$ cat config.mk
export PLATFORM = sky130hd
export DESIGN_NAME = thumb_to_arm_expander
export DESIGN_NICKNAME = d
export VERILOG_FILES = /design/src/hdl/tae_pkg.sv /design/src/hdl/thumb_to_arm_expander.sv
export SDC_FILE = /design/constraint.sdc
export NUM_CORES = 1
export LEC_CHECK = 0
export ABC_CLOCK_PERIOD_IN_PS = 4300
export BUFFER_PORTS_ARGS = -buffer_cell sky130_fd_sc_hd__buf_4
export CAP_MARGIN = 20
export CORE_MARGIN = 2
export CORE_UTILIZATION = 40
export DETAILED_ROUTE_END_ITERATION = 10
export GPL_ROUTABILITY_DRIVEN = 0
export GPL_TIMING_DRIVEN = 1
export PLACE_DENSITY_LB_ADDON = 0.08
export SETUP_SLACK_MARGIN = 0.15
export SLEW_MARGIN = 5
export SYNTH_ARGS = -nofsm -noshare
export SYNTH_HDL_FRONTEND = slang
export SYNTH_SLANG_ARGS = --single-unit
export TNS_END_PERCENT = 10
$ cat constraint.sdc
create_clock -name clock -period 4.3 [get_ports clock]
set_input_delay 0.645 -clock clock [delete_from_list [all_inputs] [get_ports clock]]
set_output_delay 0.645 -clock clock [all_outputs]
set_load 0.03 [all_outputs]
$ cat src/hdl/tae_pkg.sv
// types, constants and lookup functions for the thumb to arm expander
// no dependencies; used by thumb_to_arm_expander
`default_nettype none

package tae_pkg;

   // instruction classes that the decoder resolves
   typedef enum logic [4:0] {
      CLS_NONE    = 5'd0,
      CLS_SHIFT   = 5'd1,
      CLS_ADDSUB  = 5'd2,
      CLS_IMM     = 5'd3,
      CLS_ALU     = 5'd4,
      CLS_HIREG   = 5'd5,
      CLS_PCLOAD  = 5'd6,
      CLS_LSREG   = 5'd7,
      CLS_LSSIGN  = 5'd8,
      CLS_LSIMM   = 5'd9,
      CLS_LSHALF  = 5'd10,
      CLS_SPLS    = 5'd11,
      CLS_LADDR   = 5'd12,
      CLS_SPADJ   = 5'd13,
      CLS_PUSHPOP = 5'd14,
      CLS_MULTI   = 5'd15,
      CLS_BCOND   = 5'd16,
      CLS_SWI     = 5'd17,
      CLS_BRANCH  = 5'd18,
      CLS_LONGBL  = 5'd19
   } class_type;

   // base opcodes of the expanded words
   localparam logic [31:0] ARM_SHIFT   = 32'hE1B0_0000;
   localparam logic [31:0] ARM_SHREG   = 32'hE1B0_0010;
   localparam logic [31:0] ARM_DP      = 32'hE010_0000;
   localparam logic [31:0] ARM_DPIMM   = 32'hE210_0000;
   localparam logic [31:0] ARM_MUL     = 32'hE010_0090;
   localparam logic [31:0] ARM_HI_ADD  = 32'hE080_0000;
   localparam logic [31:0] ARM_HI_CMP  = 32'hE150_0000;
   localparam logic [31:0] ARM_HI_MOV  = 32'hE1A0_0000;
   localparam logic [31:0] ARM_BX      = 32'hE12F_FF10;
   localparam logic [31:0] ARM_PCLOAD  = 32'hE59F_0000;
   localparam logic [31:0] ARM_LSREG   = 32'hE780_0000;
   localparam logic [31:0] ARM_LSSIGN  = 32'hE180_0090;
   localparam logic [31:0] ARM_LSIMM   = 32'hE580_0000;
   localparam logic [31:0] ARM_LSHALF  = 32'hE1C0_00B0;
   localparam logic [31:0] ARM_SPLS    = 32'hE58D_0000;
   localparam logic [31:0] ARM_LADDR   = 32'hE280_0000;
   localparam logic [31:0] ARM_SPADJ   = 32'hE20D_D000;
   localparam logic [31:0] ARM_PUSHPOP = 32'hE80D_0000;
   localparam logic [31:0] ARM_MULTI   = 32'hE8A0_0000;
   localparam logic [31:0] ARM_BCOND   = 32'h0A00_0000;
   localparam logic [31:0] ARM_SWI     = 32'hEF00_0000;
   localparam logic [31:0] ARM_BRANCH  = 32'hEA00_0000;
   localparam logic [23:0] BRANCH_SEXT = 24'hFF_FC00;
   localparam logic [7:0]  PUSH_FLAGS  = 8'h12;
   localparam logic [7:0]  POP_FLAGS   = 8'h0B;
   localparam logic [3:0]  REG_SP      = 4'd13;
   localparam logic [3:0]  REG_PC      = 4'd15;

   // arm data-processing opcode for each thumb alu operation
   function automatic logic [3:0] alu_dp_op(input logic [3:0] op);
      logic [3:0] r;
      case (op)
         4'd0:    r = 4'h0;
         4'd1:    r = 4'h1;
         4'd5:    r = 4'h5;
         4'd6:    r = 4'h6;
         4'd8:    r = 4'h8;
         4'd9:    r = 4'h3;
         4'd10:   r = 4'hA;
         4'd11:   r = 4'hB;
         4'd12:   r = 4'hC;
         4'd13:   r = 4'h0;
         4'd14:   r = 4'hE;
         4'd15:   r = 4'hF;
         default: r = 4'hD;
      endcase
      return r;
   endfunction

   function automatic logic [3:0] imm_dp_op(input logic [1:0] op);
      logic [3:0] r;
      case (op)
         2'd0:    r = 4'hD;
         2'd1:    r = 4'hA;
         2'd2:    r = 4'h4;
         default: r = 4'h2;
      endcase
      return r;
   endfunction

   function automatic logic [31:0] half_sel(input logic [1:0] sel);
      logic [31:0] r;
      case (sel)
         2'd0:    r = 32'h0000_0020;
         2'd1:    r = 32'h0010_0020;
         2'd2:    r = 32'h0010_0040;
         default: r = 32'h0010_0060;
      endcase
      return r;
   endfunction

   // rotated immediate equal to imm8 * 4
   function automatic logic [11:0] scaled_imm(input logic [7:0] imm8);
      logic [11:0] r;
      if (imm8 < 8'd64) begin
         r = {2'b00, imm8, 2'b00};
      end else begin
         r = {4'hF, imm8};
      end
      return r;
   endfunction

endpackage

`default_nettype wire

$ cat src/hdl/thumb_to_arm_expander.sv
// thumb to arm expander: input register, decode and remap, result register
// s1_word_ff holds input, s2_word_ff result; one word per cycle if no stall
// the decode and bit remap sit between the two registers in a single pass
// stall on the result side backs up through both stages without loss
// synchronous active-high reset empties both stages; payload is not reset
// depends on tae_pkg
`default_nettype none

module thumb_to_arm_expander (
   input  wire logic        clock,
   input  wire logic        reset,
   input  wire logic        req_valid,
   output logic             req_stall,
   input  wire logic [15:0] req_thumb_word,
   output logic             rsp_valid,
   input  wire logic        rsp_stall,
   output logic [31:0]      rsp_arm_word,
   output logic             rsp_translated
);

   logic        s1_valid_ff, s1_valid_in;
   logic [15:0] s1_word_ff;
   logic        s2_valid_ff, s2_valid_in;
   logic [31:0] s2_word_ff;
   logic        s2_ok_ff;
   logic        s1_adv;
   logic        s2_free;

   tae_pkg::class_type cls;
   logic [31:0] arm;
   logic        ok;

   // decode fields of the held word
   logic [15:0] w;
   logic [2:0]  rd, rs, r8, ro;
   logic [4:0]  imm5;
   logic [7:0]  imm8;
   logic [31:0] ld;
   logic [3:0]  alu_op;
   logic [1:0]  imm_op;
   logic [3:0]  hd, hs;
   logic [6:0]  ls_off;
   logic [5:0]  half_off;
   logic [11:0] br_off;

   // handshake
   always_comb begin
      s2_free     = !s2_valid_ff || !rsp_stall;
      s1_adv      = !s1_valid_ff || s2_free;
      req_stall   = !s1_adv;
      s1_valid_in = s1_adv ? req_valid : s1_valid_ff;
      s2_valid_in = s2_free ? s1_valid_ff : s2_valid_ff;
   end

   always_ff @(posedge clock) begin
      if (reset) begin
         s1_valid_ff <= 1'b0;
         s2_valid_ff <= 1'b0;
      end else begin
         s1_valid_ff <= s1_valid_in;
         s2_valid_ff <= s2_valid_in;
      end
   end

   always_ff @(posedge clock) begin
      if (s1_adv && req_valid) begin
         s1_word_ff <= req_thumb_word;
      end
      if (s2_free && s1_valid_ff) begin
         s2_word_ff <= arm;
         s2_ok_ff   <= ok;
      end
   end

   // classify, most specific masks first
   always_comb begin
      w = s1_word_ff;
      if      ((w & 16'hFF00) == 16'hB000) cls = tae_pkg::CLS_SPADJ;
      else if ((w & 16'hFF00) == 16'hDF00) cls = tae_pkg::CLS_SWI;
      else if ((w & 16'hFC00) == 16'h4000) cls = tae_pkg::CLS_ALU;
      else if ((w & 16'hFC00) == 16'h4400) cls = tae_pkg::CLS_HIREG;
      else if ((w & 16'hF800) == 16'h1800) cls = tae_pkg::CLS_ADDSUB;
      else if ((w & 16'hF800) == 16'h4800) cls = tae_pkg::CLS_PCLOAD;
      else if ((w & 16'hF800) == 16'hE000) cls = tae_pkg::CLS_BRANCH;
      else if ((w & 16'hF800) == 16'hF000) cls = tae_pkg::CLS_LONGBL;
      else if ((w & 16'hF600) == 16'hB400) cls = tae_pkg::CLS_PUSHPOP;
      else if ((w & 16'hF200) == 16'h5000) cls = tae_pkg::CLS_LSREG;
      else if ((w & 16'hF200) == 16'h5200) cls = tae_pkg::CLS_LSSIGN;
      else if ((w & 16'hF000) == 16'h8000) cls = tae_pkg::CLS_LSHALF;
      else if ((w & 16'hF000) == 16'h9000) cls = tae_pkg::CLS_SPLS;
      else if ((w & 16'hF000) == 16'hA000) cls = tae_pkg::CLS_LADDR;
      else if ((w & 16'hF000) == 16'hC000) cls = tae_pkg::CLS_MULTI;
      else if ((w & 16'hF000) == 16'hD000) cls = tae_pkg::CLS_BCOND;
      else if ((w & 16'hE000) == 16'h0000) cls = tae_pkg::CLS_SHIFT;
      else if ((w & 16'hE000) == 16'h2000) cls = tae_pkg::CLS_IMM;
      else if ((w & 16'hE000) == 16'h6000) cls = tae_pkg::CLS_LSIMM;
      else                                 cls = tae_pkg::CLS_NONE;
   end

   // remap
   always_comb begin
      rd       = w[2:0];
      rs       = w[5:3];
      r8       = w[10:8];
      ro       = w[8:6];
      imm5     = w[10:6];
      imm8     = w[7:0];
      ld       = {11'd0, w[11], 20'd0};
      alu_op   = w[9:6];
      imm_op   = w[12:11];
      hd       = {w[7], rd};
      hs       = {w[6], rs};
      ls_off   = w[12] ? {2'b00, imm5} : {imm5, 2'b00};
      half_off = {imm5, 1'b0};
      br_off   = {w[10:0], 1'b0};
      ok       = 1'b1;
      arm      = 32'd0;
      case (cls)
         tae_pkg::CLS_SHIFT: begin
            arm = tae_pkg::ARM_SHIFT | (32'(rd) << 12) | 32'(rs) | (32'(imm5) << 7)
                | (32'(w[12:11]) << 5);
         end
         tae_pkg::CLS_ADDSUB: begin
            arm = tae_pkg::ARM_DP | (32'(w[10]) << 25)
                | ((w[9] ? 32'h2 : 32'h4) << 21) | (32'(rs) << 16) | (32'(rd) << 12)
                | 32'(ro);
         end
         tae_pkg::CLS_IMM: begin
            arm = tae_pkg::ARM_DPIMM | (32'(tae_pkg::imm_dp_op(imm_op)) << 21)
                | ((imm_op != 2'd0) ? (32'(r8) << 16) : 32'd0)
                | ((imm_op != 2'd1) ? (32'(r8) << 12) : 32'd0) | 32'(imm8);
         end
         tae_pkg::CLS_ALU: begin
            case (alu_op) inside
               4'd2, 4'd3, 4'd4, 4'd7: begin
                  // register-specified shift, rd shifted by rs
                  arm = tae_pkg::ARM_SHREG
                      | (32'((alu_op == 4'd7) ? 2'd3 : 2'(alu_op - 4'd2)) << 5)
                      | (32'(rs) << 8) | (32'(rd) << 12) | 32'(rd);
               end
               4'd8, 4'd10, 4'd11: begin
                  arm = tae_pkg::ARM_DP | (32'(tae_pkg::alu_dp_op(alu_op)) << 21)
                      | (32'(rd) << 16) | 32'(rs);
               end
               4'd9: begin
                  // negate as reverse subtract from zero
                  arm = tae_pkg::ARM_DP | (32'(tae_pkg::alu_dp_op(alu_op)) << 21)
                      | (32'd1 << 25) | (32'(rs) << 16) | (32'(rd) << 12);
               end
               4'd15: begin
                  arm = tae_pkg::ARM_DP | (32'(tae_pkg::alu_dp_op(alu_op)) << 21)
                      | (32'(rd) << 12) | 32'(rs);
               end
               4'd13: begin
                  arm = tae_pkg::ARM_MUL | (32'(rd) << 16) | (32'(rd) << 8) | 32'(rs);
               end
               default: begin
                  arm = tae_pkg::ARM_DP | (32'(tae_pkg::alu_dp_op(alu_op)) << 21)
                      | (32'(rd) << 16) | (32'(rd) << 12) | 32'(rs);
               end
            endcase
         end
         tae_pkg::CLS_HIREG: begin
            case (w[9:8])
               2'd0: arm = tae_pkg::ARM_HI_ADD | (32'(hd) << 16) | (32'(hd) << 12)
                         | 32'(hs);
               2'd1: arm = tae_pkg::ARM_HI_CMP | (32'(hd) << 16) | 32'(hs);
               2'd2: arm = tae_pkg::ARM_HI_MOV | (32'(hd) << 12) | 32'(hs);
               default: arm = tae_pkg::ARM_BX | 32'(hs);
            endcase
         end
         tae_pkg::CLS_PCLOAD: begin
            arm = tae_pkg::ARM_PCLOAD | (32'(r8) << 12) | (32'(imm8) << 2);
         end
         tae_pkg::CLS_LSREG: begin
            arm = tae_pkg::ARM_LSREG | ld | (32'(w[10]) << 22) | (32'(rs) << 16)
                | (32'(rd) << 12) | 32'(ro);
         end
         tae_pkg::CLS_LSSIGN: begin
            arm = tae_pkg::ARM_LSSIGN | (32'(rs) << 16) | (32'(rd) << 12) | 32'(ro)
                | tae_pkg::half_sel({w[10], w[11]});
         end
         tae_pkg::CLS_LSIMM: begin
            arm = tae_pkg::ARM_LSIMM | (32'(rs) << 16) | (32'(rd) << 12) | ld
                | (32'(w[12]) << 22) | 32'(ls_off);
         end
         tae_pkg::CLS_LSHALF: begin
            arm = tae_pkg::ARM_LSHALF | (32'(rs) << 16) | (32'(rd) << 12) | ld
                | (32'(half_off[5:4]) << 8) | 32'(half_off[3:0]);
         end
         tae_pkg::CLS_SPLS: begin
            arm = tae_pkg::ARM_SPLS | (32'(r8) << 12) | ld | (32'(imm8) << 2);
         end
         tae_pkg::CLS_LADDR: begin
            arm = tae_pkg::ARM_LADDR
                | (32'(w[11] ? tae_pkg::REG_SP : tae_pkg::REG_PC) << 16)
                | (32'(r8) << 12) | 32'(tae_pkg::scaled_imm(imm8));
         end
         tae_pkg::CLS_SPADJ: begin
            arm = tae_pkg::ARM_SPADJ | ((w[7] ? 32'h2 : 32'h4) << 21)
                | 32'(tae_pkg::scaled_imm({1'b0, w[6:0]}));
         end
         tae_pkg::CLS_PUSHPOP: begin
            arm = tae_pkg::ARM_PUSHPOP
                | (32'(w[11] ? tae_pkg::POP_FLAGS : tae_pkg::PUSH_FLAGS) << 20)
                | (w[8] ? (w[11] ? 32'h8000 : 32'h4000) : 32'd0) | 32'(imm8);
         end
         tae_pkg::CLS_MULTI: begin
            arm = tae_pkg::ARM_MULTI | ld | (32'(r8) << 16) | 32'(imm8);
         end
         tae_pkg::CLS_BCOND: begin
            arm = tae_pkg::ARM_BCOND | (32'(w[11:8]) << 28)
                | {8'd0, {15{imm8[7]}}, imm8, 1'b0};
         end
         tae_pkg::CLS_SWI: begin
            arm = tae_pkg::ARM_SWI | 32'(imm8);
         end
         tae_pkg::CLS_BRANCH: begin
            arm = tae_pkg::ARM_BRANCH | 32'(br_off)
                | (br_off[11] ? {8'd0, tae_pkg::BRANCH_SEXT} : 32'd0);
         end
         default: begin
            // long branch with link and unmatched words
            ok  = 1'b0;
            arm = 32'd0;
         end
      endcase
   end

   assign rsp_valid      = s2_valid_ff;
   assign rsp_arm_word   = s2_word_ff;
   assign rsp_translated = s2_ok_ff;

`ifndef NO_ASSERTIONS
   a_untranslated_zero: assert property (@(posedge clock) disable iff (reset)
      rsp_valid && !rsp_translated |-> rsp_arm_word == 32'd0)
      else $error("untranslated word is not zero");

   a_cond_never_nv: assert property (@(posedge clock) disable iff (reset)
      rsp_valid && rsp_translated |-> rsp_arm_word[31:28] != 4'hF)
      else $error("expanded word carries condition 1111");

   a_stall_only_full: assert property (@(posedge clock) disable iff (reset)
      req_stall |-> s1_valid_ff && s2_valid_ff && rsp_stall)
      else $error("input stalled while pipeline has room");

   a_accept_fills: assert property (@(posedge clock) disable iff (reset)
      req_valid && !req_stall |=> s1_valid_ff)
      else $error("accepted word lost from input stage");

   a_held_word: assert property (@(posedge clock) disable iff (reset)
      s1_valid_ff && !s1_adv |=> $stable(s1_word_ff) && s1_valid_ff)
      else $error("waiting input word changed");
`endif

endmodule

`default_nettype wire
==> flow_summary.toml, run 1 <==
[run_status]
status = "completed"

[critical_path]
slowest_stage = "edfxtp_1"
crit_required_ps = 4370
end_kind = "register"
arrival_ps = 3220
critPathMaxStageDelay_ps = 890
path_class = "register to register"
crit_chain = "nand2_1 > nor4_4 > nor2_8 > or4b_1 > a21o_4 > nand4_2 > or3_1"
rr_startpoint = "s1_word_ff[8]"
worstPathMaxFanout = 22
start_kind = "register"
startpoint = "s1_word_ff[8]"

[yosys]
ys_seq_elements = 55
synthDominantCellAreaShare_pct = 36.5
async_reset_ff_share_pct = 0
netlist_instances = 447
synth-adder-area-share_pct = 1.24
synth_compound_area_share_pct = 26.3
synthFlopType = "edfxtp_1"
synth.distinct_cells = 79
synth_top_family_by_area = "compound AO/OA/AOI/OAI gates"
synthMuxAreaShare_pct = 1.74
synth.cell_area_mm2 = 0.00403
seq_area_frac_synth_pct = 39.5
ys_warn_count = 0
synth.avg_cell_area_um2 = 9.01
yosys.area.top_type = "edfxtp_1"
synth-simple-area-share_pct = 24.4
synth-xor-area-share_pct = 0.652
synthTopCellsByArea = "edfxtp_1 (37%), a21oi_1 (4.7%), nand2_1 (4.6%)"
synth_edf_count = 49
syn-num-nets = 471

[clock_network]
cts_setup_buffers = 0
ctsHoldBuffers = 0
clk_latency_ps = 320
clock-sinks = 55
cts_resized = 0
cts_tree = "done"
cts_made_buffers = 5
ctsRootBufferMaster = "clkbuf_8"
path_clk_slew_ps = 110
htreeDepth = 2
clock_path_buffers = 2

[pwr]
p_total_w = 0.00133
powerDensity_mw_per_mm2 = 294
leakagePower_nw = 1.75
p_seq_share_pct = 50.7
sw_frac_of_total_pct = 33.7
clkPwrFrac_pct = 22.2
power.internal_w = 0.000885
peakVddDrop_uv = 177
p_sw_w = 0.000450
p_comb_share_pct = 27.0

[place]
io_buffers = 54
hpwl_um = 9070
placed_cells = 600
post_dp_cell_area_mm2 = 0.00444

[floorplan]
coreArea_mm2 = 0.00977
io_pins = 55
die_w_um = 104
die_y_um = 104
floorplan.rows = 36
start_util_pct = 41.2
die_area_mm2 = 0.0109

[timing]
max_freq_mhz = 318
drv_slew = 0
report.final.hold_viol_count = 0
fin_hold_ws_ps = 480
finalSetupTns_ps = 0
setup_viol = 0
skew_ps = 9.58
fin_crit_ps = 3140
rsz0062_at_grt = "no"
maxSlewHeadroom_pct = 32.5
worst_slew_pin_slew_ps = 1010
period_share_pct = 73.1

[grt]
grt_max_degree = 34
grt_pass1_wl_um = 19600
track_usage_pct = 22.5
antenna_found_initial = 0
grt_overflow_total = 0
grt_pass1_vias = 3546

[detailed_routing]
avgViaCountPerCell = 6.38
drc_errors = 0
num_vias = 3883
initialDrtViolationCount = 579
wl_per_cell_um = 20.4
dr.pass1.iters = 7
drtAntennaViolNets = 0
wirelength_um = 12400

[layout]
mostFrequentLayoutCells = "buf_4 (59), nand2_1 (49), edfxtp_1 (49)"
finalInstanceArea_mm2 = 0.00454
seq_area_mm2 = 0.00159
multi_input_area_mm2 = 0.00220
antenna_cells = 0
fillCellCount = 980
layout_commonest_cell = "buf_4"
finalNetCount = 499
fin_cells = 609
area_delta_synth_final_pct = 12.7
drive_gt1_share_pct = 19.5

[job]
max-cap-violations = 0

[hold_path]
worstHoldPathType = "input pin to register"
hold_path_startpoint = "reset"
[critical path: cells and delay by family, from the launching register on]
family	cells	cell delay [ps]
and+or+nand+nor	6	1800
DFF	1	890
AOI/OAI and AO/OA	1	190
[per-stage QoR]
stage | setup slack [ps] | util [%]
floorplan | 733 | -
global placement | 1270 | 45.5
detailed placement | 1260 | 45.5
CTS | 1240 | 46.4
global route | 1050 | 46.4
finish | 1160 | 46.4
[cell usage after synthesis, types with 5 or more instances]
| master | count |
|---|---|
| edfxtp_1 | 49 |
| nand2_1 | 49 |
| a21oi_1 | 38 |
| o21ai_0 | 36 |
| nor2_1 | 28 |
| clkbuf_1 | 19 |
| nand3_1 | 14 |
| nor3_1 | 14 |
| nand2b_1 | 13 |
| inv_1 | 12 |
| nor2b_1 | 10 |
| o211ai_1 | 8 |
| buf_2 | 7 |
| mux2i_1 | 7 |
| a22oi_1 | 6 |
| dfxtp_1 | 6 |
| a21o_1 | 5 |
| o21ai_1 | 5 |
| or3_1 | 5 |
[path summary, 6_finish.rpt]
| check | to | slack (ps) | cells after the start |
|---|---|---|---|
| worst max register to register | rsp_arm_word[16] | 1160 | 7 |
| worst min register to register | rsp_valid | 510 | 2 |
| worst max-delay path | rsp_arm_word[16] | 1160 | 7 |
| worst min-delay path | rsp_valid | 480 | 2 |
[power groups by stage]
stage / clock, W / combinational [W] / sequential, W
global placement: 0 / 0.000352 / 0.000687
global route: 0.000319 / 0.000389 / 0.000681
finish: 0.000297 / 0.000361 / 0.000677
CTS: 0.000304 / 0.000353 / 0.000675
floorplan: 0 / 0.000225 / 0.000701
detailed placement: 0 / 0.000352 / 0.000688
[cell families after synthesis]
family / Yosys count
AND/OR/NAND/NOR: 171
AO/OA/AOI/OAI: 156
flip-flops: 55
buffers and inverters: 51
multiplexers: 7
adder cells (fa/ha/maj): 4
XOR/XNOR: 3
[area by class of cell]
class                           count  share of cell area (%)
Tap cell                          133                    3.67
Inverter                           13                    1.07
Multi-Input combinational cell    341                    48.5
Clock buffer                        6                    1.60
Sequential cell                    55                    35.1
Timing Repair Buffer               59                    9.76
Clock inverter                      2                   0.331
[metal layers]
layer,up-vias,GRT usage [%],routed length [um]
li1,1760,-,-
met1,1800,31.1,5250
met2,266,34.3,5450
met3,57,4.14,1120
met4,0,10.3,572
met5,-,0,0
[sequential cells by signal, summed over array words and instances (netlist names), named ones only]
register and cells:
rsp_arm_word 32, rsp_translated 1, rsp_valid 1, s1_valid_ff 1, s1_word_ff 16
(Power assumes the default switching activity.)
==> run 2: changes to the inputs <==
--- a/config.mk
+++ b/config.mk
@@ -5,7 +5,8 @@
 export SDC_FILE = /design/constraint.sdc
 export NUM_CORES = 1
 export LEC_CHECK = 0
-export ABC_CLOCK_PERIOD_IN_PS = 4300
+export ABC_AREA = 1
+export ABC_CLOCK_PERIOD_IN_PS = 3100
 export BUFFER_PORTS_ARGS = -buffer_cell sky130_fd_sc_hd__buf_4
 export CAP_MARGIN = 20
 export CORE_MARGIN = 2
==> constraint.sdc (replaced) <==
create_clock -name clock -period 3.1 [get_ports clock]
set_input_delay 0.465 -clock clock [delete_from_list [all_inputs] [get_ports clock]]
set_output_delay 0.465 -clock clock [all_outputs]
set_load 0.03 [all_outputs]
==> run 2 against run 1 <==
Compared with the run above: via count up 17%; wire length up 23%; non-clock buffer count up 7; final area up 9.8%; flip-flop and latch count unchanged; sequential share of layout area down 3.1 points.
==> flow_summary.toml, run 2 <==
[detailed_routing]
dr.pass1.iters = 7
num_vias = 4534
initialDrtViolationCount = 825
avgViaCountPerCell = 5.95
wl_per_cell_um = 19.9
wirelength_um = 15200
drtAntennaViolNets = 0
drc_errors = 0

[floorplan]
coreArea_mm2 = 0.0104
die_y_um = 108
floorplan.rows = 37
io_pins = 55
die_area_mm2 = 0.0116
die_w_um = 108
start_util_pct = 41.4

[layout]
finalInstanceArea_mm2 = 0.00498
mostFrequentLayoutCells = "nand2_1 (106), buf_4 (66), nor2_1 (62)"
antenna_cells = 0
area_delta_synth_final_pct = 16.0
finalNetCount = 649
utilization_pct = 48.1
largest_reg_flops = 32
drive_gt1_share_pct = 22.0
layout_commonest_cell = "nand2_1"

[critical_path]
path_class = "register to register"
start_kind = "register"
arrival_ps = 2680
end_kind = "register"
crit_required_ps = 3180
worstPathMaxFanout = 10

[timing]
fin_crit_ps = 2590
maxSlewHeadroom_pct = 33.0
drv_slew = 0
max_freq_mhz = 386
worst_slew_pin_slew_ps = 1000
setup_viol = 0
period_share_pct = 83.6
skew_ps = 8.17
rsz0062_at_grt = "no"
report.final.hold_viol_count = 0
finalSetupTns_ps = 0
postLayoutSetupSlackWorst_ps = 507

[job]
max-cap-violations = 0

[yosys]
synth_most_common_cell = "nand2_1"
yosys.area.top_type = "edfxtp_1"
ys_warn_count = 0
synthDominantCellAreaShare_pct = 34.2
async_reset_ff_share_pct = 0
synth.distinct_cells = 44
ys_seq_elements = 55
synth_common_cells = "nand2_1 (106), nor2_1 (62), nand3_1 (51)"
syn-num-nets = 599
synth.cell_area_mm2 = 0.00430
seq_area_frac_synth_pct = 37.0
synth_edf_count = 49
synth.avg_cell_area_um2 = 7.47
synthTopCellsByArea = "edfxtp_1 (34%), nand2_1 (9.3%), nand3_1 (5.9%)"
synthFlopType = "edfxtp_1"
netlist_instances = 575

[clock_network]
cts_made_buffers = 5
cts_setup_buffers = 0
ctsRootBufferMaster = "clkbuf_8"
cts_resized = 0
clock-sinks = 55
cts_tree = "done"
ctsHoldBuffers = 0
clock_path_buffers = 2
clk_latency_ps = 330
path_clk_slew_ps = 100
htreeDepth = 2

[place]
place_ws_ps = 661
hpwl_um = 11200
io_buffers = 54
post_dp_cell_area_mm2 = 0.00485

[pwr]
p_total_w = 0.00201
powerDensity_mw_per_mm2 = 404
leakagePower_nw = 2.16
peakVddDrop_uv = 188

[grt]
grt_pass1_vias = 4167
antenna_found_initial = 0
grt_pass1_wl_um = 23200
grt_overflow_total = 0
grt_max_degree = 34
track_usage_pct = 26.6

[hold_path]
worstHoldPathType = "input pin to register"

[run_status]
status = "completed"
run 2: cell count changes after synthesis, sizes merged, moves of 12 or more:
cell | previous run | this run
nand2 | 50 | 113
inv | 13 | 70
nor2 | 29 | 78
nand3 | 15 | 61
nand2b | 14 | 0
nand4 | 5 | 18
nor2b | 12 | 0
run 2: cell type report:
class / count / area (um2)
inverter: 73 / 277
sequential: 55 / 1590
clock buffer: 5 / 68.8
tap: 136 / 170
timing repair buffer: 66 / 495
multi-input combinational: 424 / 2310
clock inverter: 3 / 67.6
fill: 1029 / 5390
run 2: worst paths after layout:
kind	startpoint	endpoint	slack (ps)	cells past startpoint
max reg2reg	s1_word_ff[11]	rsp_arm_word[4]	510	9
min reg2reg	rsp_valid	rsp_valid	530	2
max	s1_word_ff[11]	rsp_arm_word[4]	510	9
min	reset	rsp_valid	280	2
run 2: metrics by stage:
stage,hold WS [ps],cells
after detailed placement,520,754
after global routing,290,762
after CTS,279,762
after global placement,510,754
final,285,762
after floorplan,450,575
run 2: power by group:
| group | switching, W | internal (W) | total (W) |
|---|---|---|---|
| Sequential | 0.0000514 | 0.000877 | 0.000929 |
| Combinational | 0.000348 | 0.000162 | 0.000511 |
| Clock | 0.000252 | 0.000322 | 0.000574 |
| Total | 0.000651 | 0.00136 | 0.00201 |
run 2: logic make-up (layout without fill, tap and decap cells):
family | count (synthesis) | in the layout | share of synthesized area, %
flops | 55 | 55 | 37.0
fa+ha+maj | 4 | 4 | 1.16
xor+xnor | 1 | 1 | 0.204
compound gates | 132 | 132 | 18.2
simple gates | 287 | 287 | 34.0
buf+inv | 96 | 147 | 9.38
run 2: critical path, stage by stage, from the launching register on:
cell	delay [ps]
edfxtp_1	760
nor2_1	190
inv_1	90
nor2_1	40
nand2_1	210
clkinv_1	380
o211ai_1	230
o2111ai_1	150
nor3_1	220
nand2_1	70
run 2: layer usage:
metal / up-vias / wire [um] / track usage, %
met5: - / 0 / 0
met1: 1998 / 6030 / 35.7
met4: 0 / 802 / 14.4
met2: 352 / 6670 / 41.2
li1: 2109 / - / -
met3: 75 / 1680 / 4.18
==> run 3: changes to the inputs <==
--- a/config.mk
+++ b/config.mk
@@ -6,7 +6,7 @@
 export NUM_CORES = 1
 export LEC_CHECK = 0
 export ABC_AREA = 1
-export ABC_CLOCK_PERIOD_IN_PS = 3100
+export ABC_CLOCK_PERIOD_IN_PS = 2500
 export BUFFER_PORTS_ARGS = -buffer_cell sky130_fd_sc_hd__buf_4
 export CAP_MARGIN = 20
 export CORE_MARGIN = 2
==> constraint.sdc (replaced) <==
create_clock -name clock -period 2.5 [get_ports clock]
set_input_delay 0.375 -clock clock [delete_from_list [all_inputs] [get_ports clock]]
set_output_delay 0.375 -clock clock [all_outputs]
set_load 0.03 [all_outputs]
==> run 3 against run 2 <==
Compared with the run above: setup slack got worse by 330 ps; combinational power increased by 45%; count of clock-buffer cells in the layout unchanged; total power increased by 22%; final area increased by 8.9%; critical path type unchanged; largest power group unchanged; highest routed layer unchanged.
==> flow_summary.toml, run 3 (synthesized netlist as in run 2, its figures left out) <==
[critical_path]
worstPathMaxFanout = 9
cp.depth = 8
crit_required_ps = 2580
critPathMaxStageDelay_ps = 510
cp_top_family = "compound AO/OA/AOI/OAI gates"
end_kind = "register"
path_class = "register to register"
start_kind = "register"
slowest_stage = "edfxtp_1"
cp_num_buf_inv = 2
crit_chain = "inv_1 > nor2_1 > nand3_2 > inv_1 > a22oi_1 > o311ai_0 > a21oi_1 > nand3_1"
arrival_ps = 2400
crit_top_cell = "inv_1"
rr_worst_depth = 8

[hold_path]
worstHoldPathType = "input pin to register"
whs_path_depth = 2

[layout]
largest_reg_flops = 32
multi_input_area_mm2 = 0.00234
fillCellCount = 1031
seq_area_mm2 = 0.00159
finalNetCount = 707
layout_commonest_cell = "buf_4"
antenna_cells = 0
mostFrequentLayoutCells = "buf_4 (124), nand2_1 (104), nor2_1 (60)"
area_delta_synth_final_pct = 26.3
drive_gt1_share_pct = 29.4

[pwr]
p_seq_share_pct = 45.4
clkPwrFrac_pct = 24.6
sw_frac_of_total_pct = 33.1
powerDensity_mw_per_mm2 = 454
p_sw_w = 0.000815
p_comb_share_pct = 30.0
leakagePower_nw = 2.42
p_total_w = 0.00246
power.internal_w = 0.00165
peakVddDrop_uv = 205

[timing]
drv_slew = 0
rsz0062_at_grt = "yes"
fin_hold_ws_ps = 195
fin_crit_ps = 2330
maxSlewHeadroom_pct = 47.1
worst_slew_pin_slew_ps = 784
max_freq_mhz = 430
skew_ps = 11.8
period_share_pct = 93.0
finalSetupTns_ps = 0
setup_viol = 0
report.final.hold_viol_count = 0
postLayoutSetupSlackWorst_ps = 175

[floorplan]
die_w_um = 108
coreArea_mm2 = 0.0104
floorplan.rows = 37
die_area_mm2 = 0.0116
io_pins = 55
die_y_um = 108
start_util_pct = 41.4

[clock_network]
clk_latency_ps = 330
cts_made_buffers = 5
ctsRootBufferMaster = "clkbuf_8"
clock-sinks = 55
htreeDepth = 2
cts_tree = "done"
clock_path_buffers = 2
path_clk_slew_ps = 100
ctsHoldBuffers = 0

[grt]
grt_max_degree = 34
grt_pass1_wl_um = 24500
track_usage_pct = 27.9
grt_pass1_vias = 4538
grt_overflow_total = 0
antenna_found_initial = 0

[detailed_routing]
wl_per_cell_um = 19.1
drtAntennaViolNets = 0
initialDrtViolationCount = 652
drc_errors = 0
wirelength_um = 15700
num_vias = 4734
dr.pass1.iters = 6
avgViaCountPerCell = 5.77

[run_status]
status = "completed"

[place]
place_ws_ps = 213
hpwl_um = 11800
io_buffers = 54

[job]
max-cap-violations = 0
==> run 3: worst paths after layout <==
| check | startpoint | to | slack (ps) |
|---|---|---|---|
| setup reg to reg | s1_word_ff[10] | rsp_arm_word[13] | 170 |
| hold / removal | reset | rsp_valid | 190 |
| setup / recovery | s1_word_ff[10] | rsp_arm_word[13] | 170 |
| hold reg to reg | rsp_valid | rsp_valid | 540 |
==> run 3: area by class of cell <==
| class | count | area share [%] |
|---|---|---|
| clock buffers | 5 | 1.27 |
| clock inverters | 3 | 0.807 |
| inverters | 73 | 5.14 |
| multi-input cells | 424 | 43.2 |
| flip-flops and latches | 55 | 29.3 |
| well taps | 136 | 3.14 |
| repair buffers | 124 | 17.2 |
==> run 3: what timing repair did <==
item	CTS	global route
setup buffers	0	19
resized for setup	0	8
setup endpoints to repair	0	30
==> run 3: power groups by stage <==
stage / registers, W / clock network [W] / logic [W]
6_report: 0.00112 / 0.000605 / 0.000739
2_1_floorplan: 0.00120 / 0 / 0.000369
3_3_place_gp: 0.00115 / 0 / 0.000673
5_1_grt: 0.00113 / 0.000663 / 0.000796
3_5_place_dp: 0.00115 / 0 / 0.000676
4_1_cts: 0.00113 / 0.000636 / 0.000677
==> run 3: per-stage QoR <==
step,utilization [%],instances,instance area [um2]
2_1_floorplan,-,575,4300
3_3_place_gp,49.6,793,5140
3_5_place_dp,49.6,793,5140
4_1_cts,50.7,801,5250
5_1_grt,52.3,820,5430
6_report,52.3,820,5430
==> run 3: routing by layer <==
layer	up-vias	part of all wire (%)	GRT usage, %
li1	2220	-	-
met1	2103	40	35.8
met2	327	43	43.6
met3	84	10	6.60
met4	0	6.5	14.5
met5	-	0	0
